**src/rtl/core/cisf_pkg.sv**
```systemverilog
package cisf_pkg;

  localparam int unsigned DEFAULT_QUERY_CAPACITY = 256;
  localparam int unsigned COUNT_W = 32;

  localparam logic ACTION_QUERY = 1'b0;
  localparam logic ACTION_PATH  = 1'b1;

  typedef struct packed {
    logic       fire;
    logic       action;
    logic [7:0] ch;
    logic       last;
  } step_t;

  typedef struct packed {
    logic new_query;
    logic hit;
  } resp_t;

  function automatic logic [7:0] fold_case(input logic [7:0] c);
    logic [7:0] r;
    r = c;
    if (c inside {[8'h41:8'h5A]}) begin
      r = c + 8'h20;
    end
    return r;
  endfunction

endpackage

```
**src/rtl/core/case_insensitive_substring_filter.sv**
```systemverilog
// case-insensitive substring filter
// one input channel (in_valid/in_ready) carries requests of action, byte_value and
// last; action 0 loads a query byte, action 1 streams a path byte. the first
// query byte after a finished query starts a new one and clears the counters;
// bytes beyond QUERY_CAPACITY - 1 are dropped. A-Z is folded to lower case.
// the result channel (out_valid/out_ready) gives one request per finished path
// (path byte with last set): match, path_number and match_total.
// a request passes an input register and a result register: out_valid rises
// once a finished path reaches the result register; one request is taken every
// cycle while the receiver does not stall. the whole query is compared against
// each byte in parallel. when the receiver stalls, the held result stays and
// the input register still takes one more request; further requests wait only
// if that request itself has a result to deliver.
// reset (rst, synchronous) empties the query, marks it complete, clears the
// counters and both register stages; no clearing pass is needed.
module case_insensitive_substring_filter #(
  parameter int unsigned QUERY_CAPACITY = cisf_pkg::DEFAULT_QUERY_CAPACITY
) (
  input  logic                         clk,
  input  logic                         rst,
  input  logic                         in_valid,
  output logic                         in_ready,
  input  logic                         action,
  input  logic [7:0]                   byte_value,
  input  logic                         last,
  output logic                         out_valid,
  input  logic                         out_ready,
  output logic                         match,
  output logic [cisf_pkg::COUNT_W-1:0] path_number,
  output logic [cisf_pkg::COUNT_W-1:0] match_total
);

  localparam logic [cisf_pkg::COUNT_W-1:0] COUNT_MAX = '1;

  logic                         s1_valid;
  logic                         s1_action;
  logic [7:0]                   s1_byte;
  logic                         s1_last;
  logic                         s1_result;
  logic                         s1_fire;
  logic [cisf_pkg::COUNT_W-1:0] path_counter;
  logic [cisf_pkg::COUNT_W-1:0] match_counter;
  logic [cisf_pkg::COUNT_W-1:0] path_counter_next;
  logic [cisf_pkg::COUNT_W-1:0] match_counter_next;
  cisf_pkg::step_t              step;
  cisf_pkg::resp_t              resp;

  always_comb begin
    s1_result = (s1_action == cisf_pkg::ACTION_PATH) && s1_last;
    s1_fire   = s1_valid && (!s1_result || !out_valid || out_ready);
    in_ready  = !s1_valid || s1_fire;
    step.fire   = s1_fire;
    step.action = s1_action;
    step.ch     = s1_byte;
    step.last   = s1_last;
    path_counter_next  = path_counter;
    match_counter_next = match_counter;
    if (path_counter != COUNT_MAX) begin
      path_counter_next = path_counter + 1'b1;
    end
    if (resp.hit && (match_counter != COUNT_MAX)) begin
      match_counter_next = match_counter + 1'b1;
    end
  end

  cisf_matcher #(
    .DEPTH(QUERY_CAPACITY - 1)
  ) u_matcher (
    .clk (clk),
    .rst (rst),
    .step(step),
    .resp(resp)
  );

  always_ff @(posedge clk) begin
    if (rst) begin
      s1_valid <= 1'b0;
    end else if (in_ready) begin
      s1_valid <= in_valid;
    end
  end

  always_ff @(posedge clk) begin
    if (in_ready && in_valid) begin
      s1_action <= action;
      s1_byte   <= byte_value;
      s1_last   <= last;
    end
  end

  always_ff @(posedge clk) begin
    if (rst) begin
      out_valid     <= 1'b0;
      path_counter  <= '0;
      match_counter <= '0;
    end else begin
      if (out_valid && out_ready) begin
        out_valid <= 1'b0;
      end
      if (resp.new_query) begin
        path_counter  <= '0;
        match_counter <= '0;
      end else if (s1_fire && s1_result) begin
        path_counter  <= path_counter_next;
        match_counter <= match_counter_next;
        out_valid     <= 1'b1;
      end
    end
  end

  always_ff @(posedge clk) begin
    if (s1_fire && s1_result) begin
      match       <= resp.hit;
      path_number <= path_counter_next;
      match_total <= match_counter_next;
    end
  end

  a_path_number_nonzero: assert property (@(posedge clk) disable iff (rst)
    out_valid |-> path_number != '0)
    else $error("result with zero path number");
  a_total_bounded: assert property (@(posedge clk) disable iff (rst)
    out_valid |-> match_total <= path_number)
    else $error("match total above path number");
  a_match_counted: assert property (@(posedge clk) disable iff (rst)
    (out_valid && match) |-> match_total != '0)
    else $error("match with zero total");
  a_ready_when_empty: assert property (@(posedge clk) disable iff (rst)
    !out_valid |-> in_ready)
    else $error("input stalled with empty result register");

endmodule

```
**src/rtl/core/cisf_matcher.sv**
```systemverilog
module cisf_matcher #(
  parameter int unsigned DEPTH = cisf_pkg::DEFAULT_QUERY_CAPACITY - 1
) (
  input  logic            clk,
  input  logic            rst,
  input  cisf_pkg::step_t step,
  output cisf_pkg::resp_t resp
);

  logic [7:0]       store [DEPTH];
  logic [DEPTH-1:0] len_mask;
  logic [DEPTH-1:0] hits;
  logic             found;
  logic             complete;

  logic [7:0]       ch;
  logic [DEPTH-1:0] eq;
  logic [DEPTH-1:0] top_pos;
  logic [DEPTH-1:0] wr_pos;
  logic [DEPTH-1:0] hits_next;
  logic             found_now;
  logic             query_req;
  logic             new_query;

  always_comb begin
    ch        = cisf_pkg::fold_case(step.ch);
    query_req = step.fire && (step.action == cisf_pkg::ACTION_QUERY);
    new_query = query_req && complete;
    for (int i = 0; i < DEPTH; i++) begin
      eq[i] = (store[i] == ch);
    end
    // highest stored position, and the next free one
    top_pos   = len_mask & ~(len_mask >> 1);
    wr_pos    = ~len_mask & ((len_mask << 1) | DEPTH'(1));
    // shift-and step, limited to the stored part of the query
    hits_next = ((hits << 1) | DEPTH'(1)) & eq & len_mask;
    found_now = found || (|(hits_next & top_pos));
    resp.new_query = new_query;
    resp.hit       = found_now;
  end

  always_ff @(posedge clk) begin
    if (rst) begin
      len_mask <= '0;
      hits     <= '0;
      found    <= 1'b0;
      complete <= 1'b1;
    end else if (step.fire) begin
      if (step.action == cisf_pkg::ACTION_QUERY) begin
        if (complete) begin
          hits     <= '0;
          found    <= 1'b0;
          len_mask <= DEPTH'(1);
        end else begin
          len_mask <= len_mask | wr_pos;
        end
        complete <= step.last;
      end else if (step.last) begin
        hits  <= '0;
        found <= 1'b0;
      end else begin
        hits  <= hits_next;
        found <= found_now;
      end
    end
  end

  always_ff @(posedge clk) begin
    for (int i = 0; i < DEPTH; i++) begin
      if (query_req && (complete ? (i == 0) : wr_pos[i])) begin
        store[i] <= ch;
      end
    end
  end

  a_hits_in_query: assert property (@(posedge clk) disable iff (rst)
    (hits & ~len_mask) == '0)
    else $error("partial hit outside stored query");
  a_found_needs_query: assert property (@(posedge clk) disable iff (rst)
    found |-> len_mask[0])
    else $error("found set with empty query");
  a_new_query_clears: assert property (@(posedge clk) disable iff (rst)
    new_query |=> (len_mask == DEPTH'(1)) && !found)
    else $error("new query did not restart");

endmodule
```
**config.mk**
```make
export PLATFORM = sky130hd
export DESIGN_NAME = case_insensitive_substring_filter
export DESIGN_NICKNAME = d
export VERILOG_FILES = /design/src/rtl/core/cisf_pkg.sv /design/src/rtl/core/case_insensitive_substring_filter.sv /design/src/rtl/core/cisf_matcher.sv
export SDC_FILE = /design/constraint.sdc
export NUM_CORES = 2
export LEC_CHECK = 0
export ABC_AREA = 1
export BUFFER_PORTS_ARGS = -buffer_cell sky130_fd_sc_hd__buf_2
export CAP_MARGIN = 20
export CELL_PAD_IN_SITES_DETAIL_PLACEMENT = 1
export CELL_PAD_IN_SITES_GLOBAL_PLACEMENT = 1
export CORE_AREA = 2 2 593 595
export DETAILED_ROUTE_END_ITERATION = 16
export DIE_AREA = 0 0 595 597
export PLACE_DENSITY = 0.67
export SYNTH_ARGS = -nofsm -noshare
export SYNTH_HDL_FRONTEND = slang
export SYNTH_SLANG_ARGS = --single-unit
```
**constraint.sdc**
```tcl
create_clock -name clk -period 11 [get_ports clk]
set_input_delay 1.65 -clock clk [delete_from_list [all_inputs] [get_ports clk]]
set_output_delay 1.65 -clock clk [all_outputs]
set_load 0.03 [all_outputs]
```
Word-level counts from Yosys, hierarchy flattened
Memory sizes are Yosys's and may differ from the RTL's.
Index checks and enable logic that the tools add are counted.
{"block": "word_totals", "memories": 1, "ramBits": 2040, "output_inout_bits": 67, "ff_bits": 652, "inputBits": 14, "wordCells": 1848}
{"memory": "u_matcher.store", "words": 255, "word_bits": 8, "read_ports": 255, "rd_ports_with_merged_regs": 0, "wr": 128, "line": "cisf_matcher.sv:10", "rtl": "logic [7:0] store [DEPTH];"}
{"block": "op_classes", "mux": 1159, "n_reduce_logical": 403, "n_eq_ne": 257, "add_sub_neg": 3, "magnitude_cmp": 2, "n_bitwise": 9}
{"op": "equality test 8 bit", "n": 255}
{"op": "2-to-1 mux 8 bit", "n": 255}
{"op": "bitwise AND 255 bit", "n": 5}
{"op": "OR reduction 8 bit", "n": 127}
{"op": "2-to-1 mux 1 bit", "n": 898}
{"op": "2-to-1 mux 254 bit", "n": 3}
{"op": "logical AND 1 bit", "n": 264}
{"op": "2-to-1 mux 255 bit", "n": 1}
{"op": "NOT 254 -> 255 bit", "n": 1}
{"op": "NOT 255 bit", "n": 1}
{"op": "bitwise OR 255 bit", "n": 1}
{"op": "OR reduction 255 bit", "n": 1}
{"op": "adder 32 x 1 -> 32 bit, second input constant", "n": 2}
{"op": "2-to-1 mux 32 bit", "n": 2}
{"op": "inequality test 32 bit, second input constant", "n": 2}
{"op": "adder 8 x 6 -> 8 bit, second input constant", "n": 1}
{"op": ">= comparator 8 x 7 -> 1 bit, second input constant", "n": 1}
{"op": "less-or-equal comparator 8 x 7 -> 1 bit, second input constant", "n": 1}
{"op": "logical OR 1 bit", "n": 4}
{"op": "AND reduction 2 bit", "n": 2}
{"op": "logical NOT 1 bit", "n": 3}
{"op": "nonzero test 2 bit", "n": 1}
{"op": "OR reduction 2 bit", "n": 1}
{"op": "NOT 1 bit", "n": 1}

Longest topological paths before layout
{"block": "depth", "ltp_word": 11, "depth_mapped": 27, "depth_no_buf": 23}

Cells and area by module
Synthesis repeated with hierarchy kept, for this count alone.
{"block": "hier_totals", "hier_cells": 13453, "hier_area_um2": 123731.2}
{"module": "cisf_matcher", "cells_each": 12507, "area_each_um2": 116665.6, "n_inst": 1}
{"module": "case_insensitive_substring_filter", "cells_each": 946, "area_each_um2": 7065.5, "n_inst": 1}

Worst setup path before layout
OpenSTA, ideal clock, no wires.
{"block": "synth_path", "path_kind": "register -> register", "start": "register s1_byte[2]", "end": "register match_total[8] (netlist name) (data pin)", "stages_incl_launch_ff": 26, "setup_time_ns": 0.251, "synth_period_minus_slack_ns": 7.982, "path_slack_ns": 3.018, "arrival_time_ns": 7.732, "t_required_ns": 10.749, "path_cell_list": "edfxtp_1 buf_2 nor2_1 nor2_1 nand2_1 nand4_1 nand2_1 buf_2 clkinv_1 buf_2 nand2_1 nand2_1 nor2_1 nand3_1 nand2_1 nor2_1 nand2_1 nor2_1 nand2_1 nor2_1 nand2_1 buf_2 o21ai_0 nand2_1 nand2_1 inv_1"}
{"block": "synth_via", "elab_chain_cells": 11, "word_cells_on_any_way": 267, "classes_between": "add/sub: 1; order compare: 2; eq/ne: 255; mux: 2; bitwise: 3; reduce/logical: 4"}
{"item": "start: declaration", "line": "case_insensitive_substring_filter.sv:37", "rtl": "logic [7:0] s1_byte;"}
{"item": "start signal: assignment", "line": "case_insensitive_substring_filter.sv:86", "rtl": "s1_byte <= byte_value;"}
{"item": ">= comparator 8 x 7 -> 1 bit / less-or-equal comparator 8 x 7 -> 1 bit (equally long branches)", "line": "cisf_pkg.sv:24", "rtl": "if (c inside {[8'h41:8'h5A]}) begin"}
{"item": "logical AND 1 bit", "line": "cisf_pkg.sv:24"}
{"item": "2-to-1 mux 8 bit (*)", "line": "cisf_pkg.sv:24"}
{"item": "via u_matcher.ch[6]", "line": "cisf_matcher.sv:16", "rtl": "logic [7:0] ch;"}
{"item": "equality test 8 bit", "line": "cisf_matcher.sv:30", "rtl": "eq[i] = (store[i] == ch);"}
{"item": "bitwise AND 255 bit (*) (2 in a row)", "line": "cisf_matcher.sv:36", "rtl": "hits_next = ((hits << 1) | DEPTH'(1)) & eq & len_mask;"}
{"item": "bitwise AND 255 bit (*)", "line": "cisf_matcher.sv:37", "rtl": "found_now = found || (|(hits_next & top_pos));"}
{"item": "OR reduction 255 bit (*)", "line": "cisf_matcher.sv:37"}
{"item": "logical OR 1 bit (*)", "line": "cisf_matcher.sv:37"}
{"item": "logical AND 1 bit (*)", "line": "case_insensitive_substring_filter.sv:61", "rtl": "if (resp.hit && (match_counter != COUNT_MAX)) begin"}
{"item": "2-to-1 mux 32 bit (*)", "line": "case_insensitive_substring_filter.sv:61"}
{"item": "via match_counter_next, one bit", "line": "case_insensitive_substring_filter.sv:44", "rtl": "logic [cisf_pkg::COUNT_W-1:0] match_counter_next;"}
{"item": "end signal: assignment", "line": "case_insensitive_substring_filter.sv:115", "rtl": "match_total <= match_counter_next;"}
{"item": "end: declaration", "line": "case_insensitive_substring_filter.sv:30", "rtl": "output logic [cisf_pkg::COUNT_W-1:0] match_total"}
The timed path passes the listed nets; every way through them passes the cells marked *.
A chain may end at the register's enable or synchronous reset.

Final worst setup path
{"block": "layout_path", "start": "register s1_byte[3]", "end": "register match_total[1] (netlist name) (data pin)"}
{"block": "layout_via", "elab_chain_cells": 11, "word_cells_on_any_way": 267, "classes_between": "add/sub: 1; order compare: 2; eq/ne: 255; mux: 2; bitwise: 3; reduce/logical: 4"}
{"item": ">= comparator 8 x 7 -> 1 bit / less-or-equal comparator 8 x 7 -> 1 bit (equally long branches)", "line": "cisf_pkg.sv:24"}
{"item": "logical AND 1 bit", "line": "cisf_pkg.sv:24"}
{"item": "2-to-1 mux 8 bit (*)", "line": "cisf_pkg.sv:24"}
{"item": "equality test 8 bit", "line": "cisf_matcher.sv:30"}
{"item": "bitwise AND 255 bit (*) (2 in a row)", "line": "cisf_matcher.sv:36"}
{"item": "bitwise AND 255 bit (*)", "line": "cisf_matcher.sv:37"}
{"item": "OR reduction 255 bit (*)", "line": "cisf_matcher.sv:37"}
{"item": "logical OR 1 bit (*)", "line": "cisf_matcher.sv:37"}
{"item": "logical AND 1 bit (*)", "line": "case_insensitive_substring_filter.sv:61"}
{"item": "2-to-1 mux 32 bit (*)", "line": "case_insensitive_substring_filter.sv:61"}
{"item": "via match_counter_next, one bit", "line": "case_insensitive_substring_filter.sv:44"}
Marked as above.

==> summary.md <==
| Metric | Value |
|---|---|
| HPWL after DPL | 229 mm |
| Largest fanout on the critical path | between 70 and 80 |
| Part of the Yosys area used for sequential elements | 61.8% |
| Most common cell after layout, fill and taps aside | nand2_1 |
| Die Width | 595 µm |
| Vias per cell | 5.26 |
| Net Sw Frac | between 20% and 30% |
| Pwr/cell area | between 150 and 200 mW/mm² |
| Mapped Cells | around 13,000 |
| Clk sinks | about 2,700 |
| Commonest cells after routing, fill and taps aside | 3,299 x nand2_1, 2,115 x edfxtp_1, 1,404 x nor2_1 |
| Worst EP arrival | around 7.2 ns |
| Crit path time final | between 6 and 7 ns |
| Reg clk slew, reported paths | around 0.060 ns |
| Peak VDD IR | 0.127 mV |
| Sequential Power Share | 49.5% |
| Number of global-route vias before repair | ~96,000 |
| Root Buffer | clkbuf_16 |
| Clock share of power | a little under half |
| CP dominant cell by count | nand2_1 |
| Period Utilization, post-route | between 50% and 60% |
| Port buffer count | 80 |
| Setup crit end kind | register |
| Critical path buffers and inverters | 5 |
| Antenna violations before repair | 8 |
| Crit-path max cell delay | about 0.90 ns |
| H-tree Lvls | 5 |
| Post-DR wirelength/cell | between 20 and 25 µm |
| Post-synth EDFFs | approximately 2,100 |
| Placer Congestion | just under 0.8 |
| Synthesized area | between 0.1 and 0.15 mm² |
| Pin slew with the least headroom to its limit | 1.17 ns |
| Fmax | approximately 150 MHz |
| Combinational share of power | 5.1% |
| Fin. max-slew vios | 0 |
| Clock Skew | approximately 0.034 ns |
| CTS tree | done |
| Worst skew pair latency | about 0.93 ns |
| Hold Fails Final Rpt | 0 |
| Post-synthesis average cell area | 9.41 µm² |
| Outcome | complete, no violations |
| CTS Buf Count | 302 |
| Final WL | between 300 and 400 mm |
| Crit path required time | 11.67 ns |
| Async S/R FF share, synth | 0% |
| # setup viols final | 0 |
| Routed vias | between 90,000 and 100k |
| RSZ-0062 raised after global routing | no |
| Die Ht | about 600 µm |
| Setup TNS Final | 0 ns |
| Slew Limit Headroom | ~22% |
| CP delay by family, top | simple AND/OR/NAND/NOR gates |
| Syn Nets | 12,900 |
| Iteration-0 DRC Markers | 7,164 |
| P_sw | approximately 5.2 mW |
| Worst min path class | register to register |
| Layout cell share with drive strength beyond 1 | under 10% |
| Final net count | 13,000 |
| Num rows | about 220 |
| GR Util All Layers | a little over a fifth |
| CP Class | register to register |
| Hold buffer count at cts | 0 |
| Crit path max-delay cell type | nand2_4 |
| Commonest register cell after synthesis | edfxtp_1 |
| Io pins | roughly 80 |
| Largest net degree at the start of global routing | 126 |
| Synth cell types | 36 |
| Crit-path cells | buf_4, inv_8, nand3_1, nand3_4, nand2_4, buf_12, nand2_1, nand3_1, nor2_1, nand3_1, nand2_1, nor2_1, nand2_1, nor2_1, nand2_1, nor2_1, nand2_2, buf_4, inv_1, nand2_4, nand3_1, nand2_1 |
| Remaining global-route overflow | 0 |
| FF+latch count, synth | 2,692 |
| Synth Warn # | 0 |
| Layout Area Growth over Synthesis | 13.4% |
| Initial core utilization | between 30% and 40% |
| Core area | around 0.35 mm² |
| Post-CTS setup buffers | 0 |
| Int Pwr | 17.0 mW |
| Max Root-Sink Buffers | 4 |
| Drt pass-1 iters | 5 |
| Max Cap Violations | 0 |
| First-pass GRT wire length | 596 mm |
| P_leak | ~50 nW |
| Residual DRC | 0 |
| Startpoint types | register |
| CTS resizes | 0 |
| Finished Core Util | about 40% |
| WHS | about 0.47 ns |
| Post-DRT Antenna Nets | 0 |
| Die area | around 0.36 mm² |
## kinds of logic after synthesis
group | Yosys count | share of synthesized area [%]
compound gates | 1527 | 6.75
simple gates | 6670 | 23.2
flops | 2692 | 61.8
fa+ha+maj | 3 | 0.0309
xor+xnor | 396 | 2.86
buf+inv | 1612 | 5.34
## synthesized netlist by cell type, types with 105 or more instances
cell	n	share of area, %
a21oi_1	562	2.3
buf_2	168	0.69
clkbuf_1	383	1.2
dfxtp_1	577	9.5
edfxtp_1	2115	52
inv_1	945	2.9
nand2_1	3305	10
nand3_1	1261	5.2
nand3b_1	237	1.5
nor2_1	1404	4.3
nor3_1	391	1.6
o21ai_0	713	2.9
o21bai_1	107	0.66
xnor2_1	291	2.1
xor2_1	105	0.76
## flip-flops by register name, summed over array words and instances (netlist names)
signal              flops
match_total            32
path_counter           32
u_matcher.store      2040
s1_last                 1
u_matcher.hits        254
u_matcher.found         1
path_number            32
s1_valid                1
s1_byte                 8
match                   1
s1_action               1
u_matcher.complete      1
u_matcher.len_mask    255
match_counter          32
out_valid               1
## stage by stage
stage | worst slack (ns) | area, µm² | total power [mW] | std cells
2_1_floorplan | 3.02 | 121000 | 11.9 | 12900
3_3_place_gp | 4.54 | 127000 | 12.3 | 17100
3_5_place_dp | 4.48 | 127000 | 12.4 | 17200
4_1_cts | 4.45 | 137000 | 22.4 | 17700
5_1_grt | 4.22 | 138000 | 22.9 | 17900
6_report | 4.47 | 138000 | 22.2 | 17900
## worst min-delay path, cell delays in order, from the launching register on
cell     delay (ns)
dfxtp_1        0.31
nand2_1        0.06
a21oi_1        0.05
## final cells by class
cell class / count / area (µm²)
repair buffers: 471 / 3580
diodes: 2 / 5.00
clock buffers: 437 / 8650
clock inverters: 117 / 1090
inverters: 953 / 3640
well taps: 4599 / 5750
multi-input cells: 8596 / 40000
fillers: 39700 / 211000
flip-flops and latches: 2692 / 75100
## worst paths after layout
path                                     startpoint                   to  slack, ns  depth (start not counted)
worst max-delay path                     s1_byte[3]       match_total[1]       4.47                         22
worst min-delay path            u_matcher.hits[100]  u_matcher.hits[100]       0.47                          2
worst max register to register           s1_byte[3]       match_total[1]       4.47                         22
worst min register to register  u_matcher.hits[100]  u_matcher.hits[100]       0.47                          2
## layer usage
layer | share of wire (%) | track usage (%) | vias up
met3 | 4.7 | 1.98 | 537
met1 | 45 | 29.3 | 47700
met4 | 2.4 | 5.51 | 0
li1 | - | - | 43600
met2 | 48 | 37.2 | 2195
met5 | 0 | 0 | -
## power groups by stage
stage	sequential (mW)	combinational [mW]	clock, mW
floorplan	11.3	0.624	0
global route	11.0	1.23	10.6
global placement	11.2	1.12	0
CTS	11.0	1.15	10.3
finish	11.0	1.14	10.1
detailed placement	11.2	1.14	0
(Power assumes the default switching activity.)
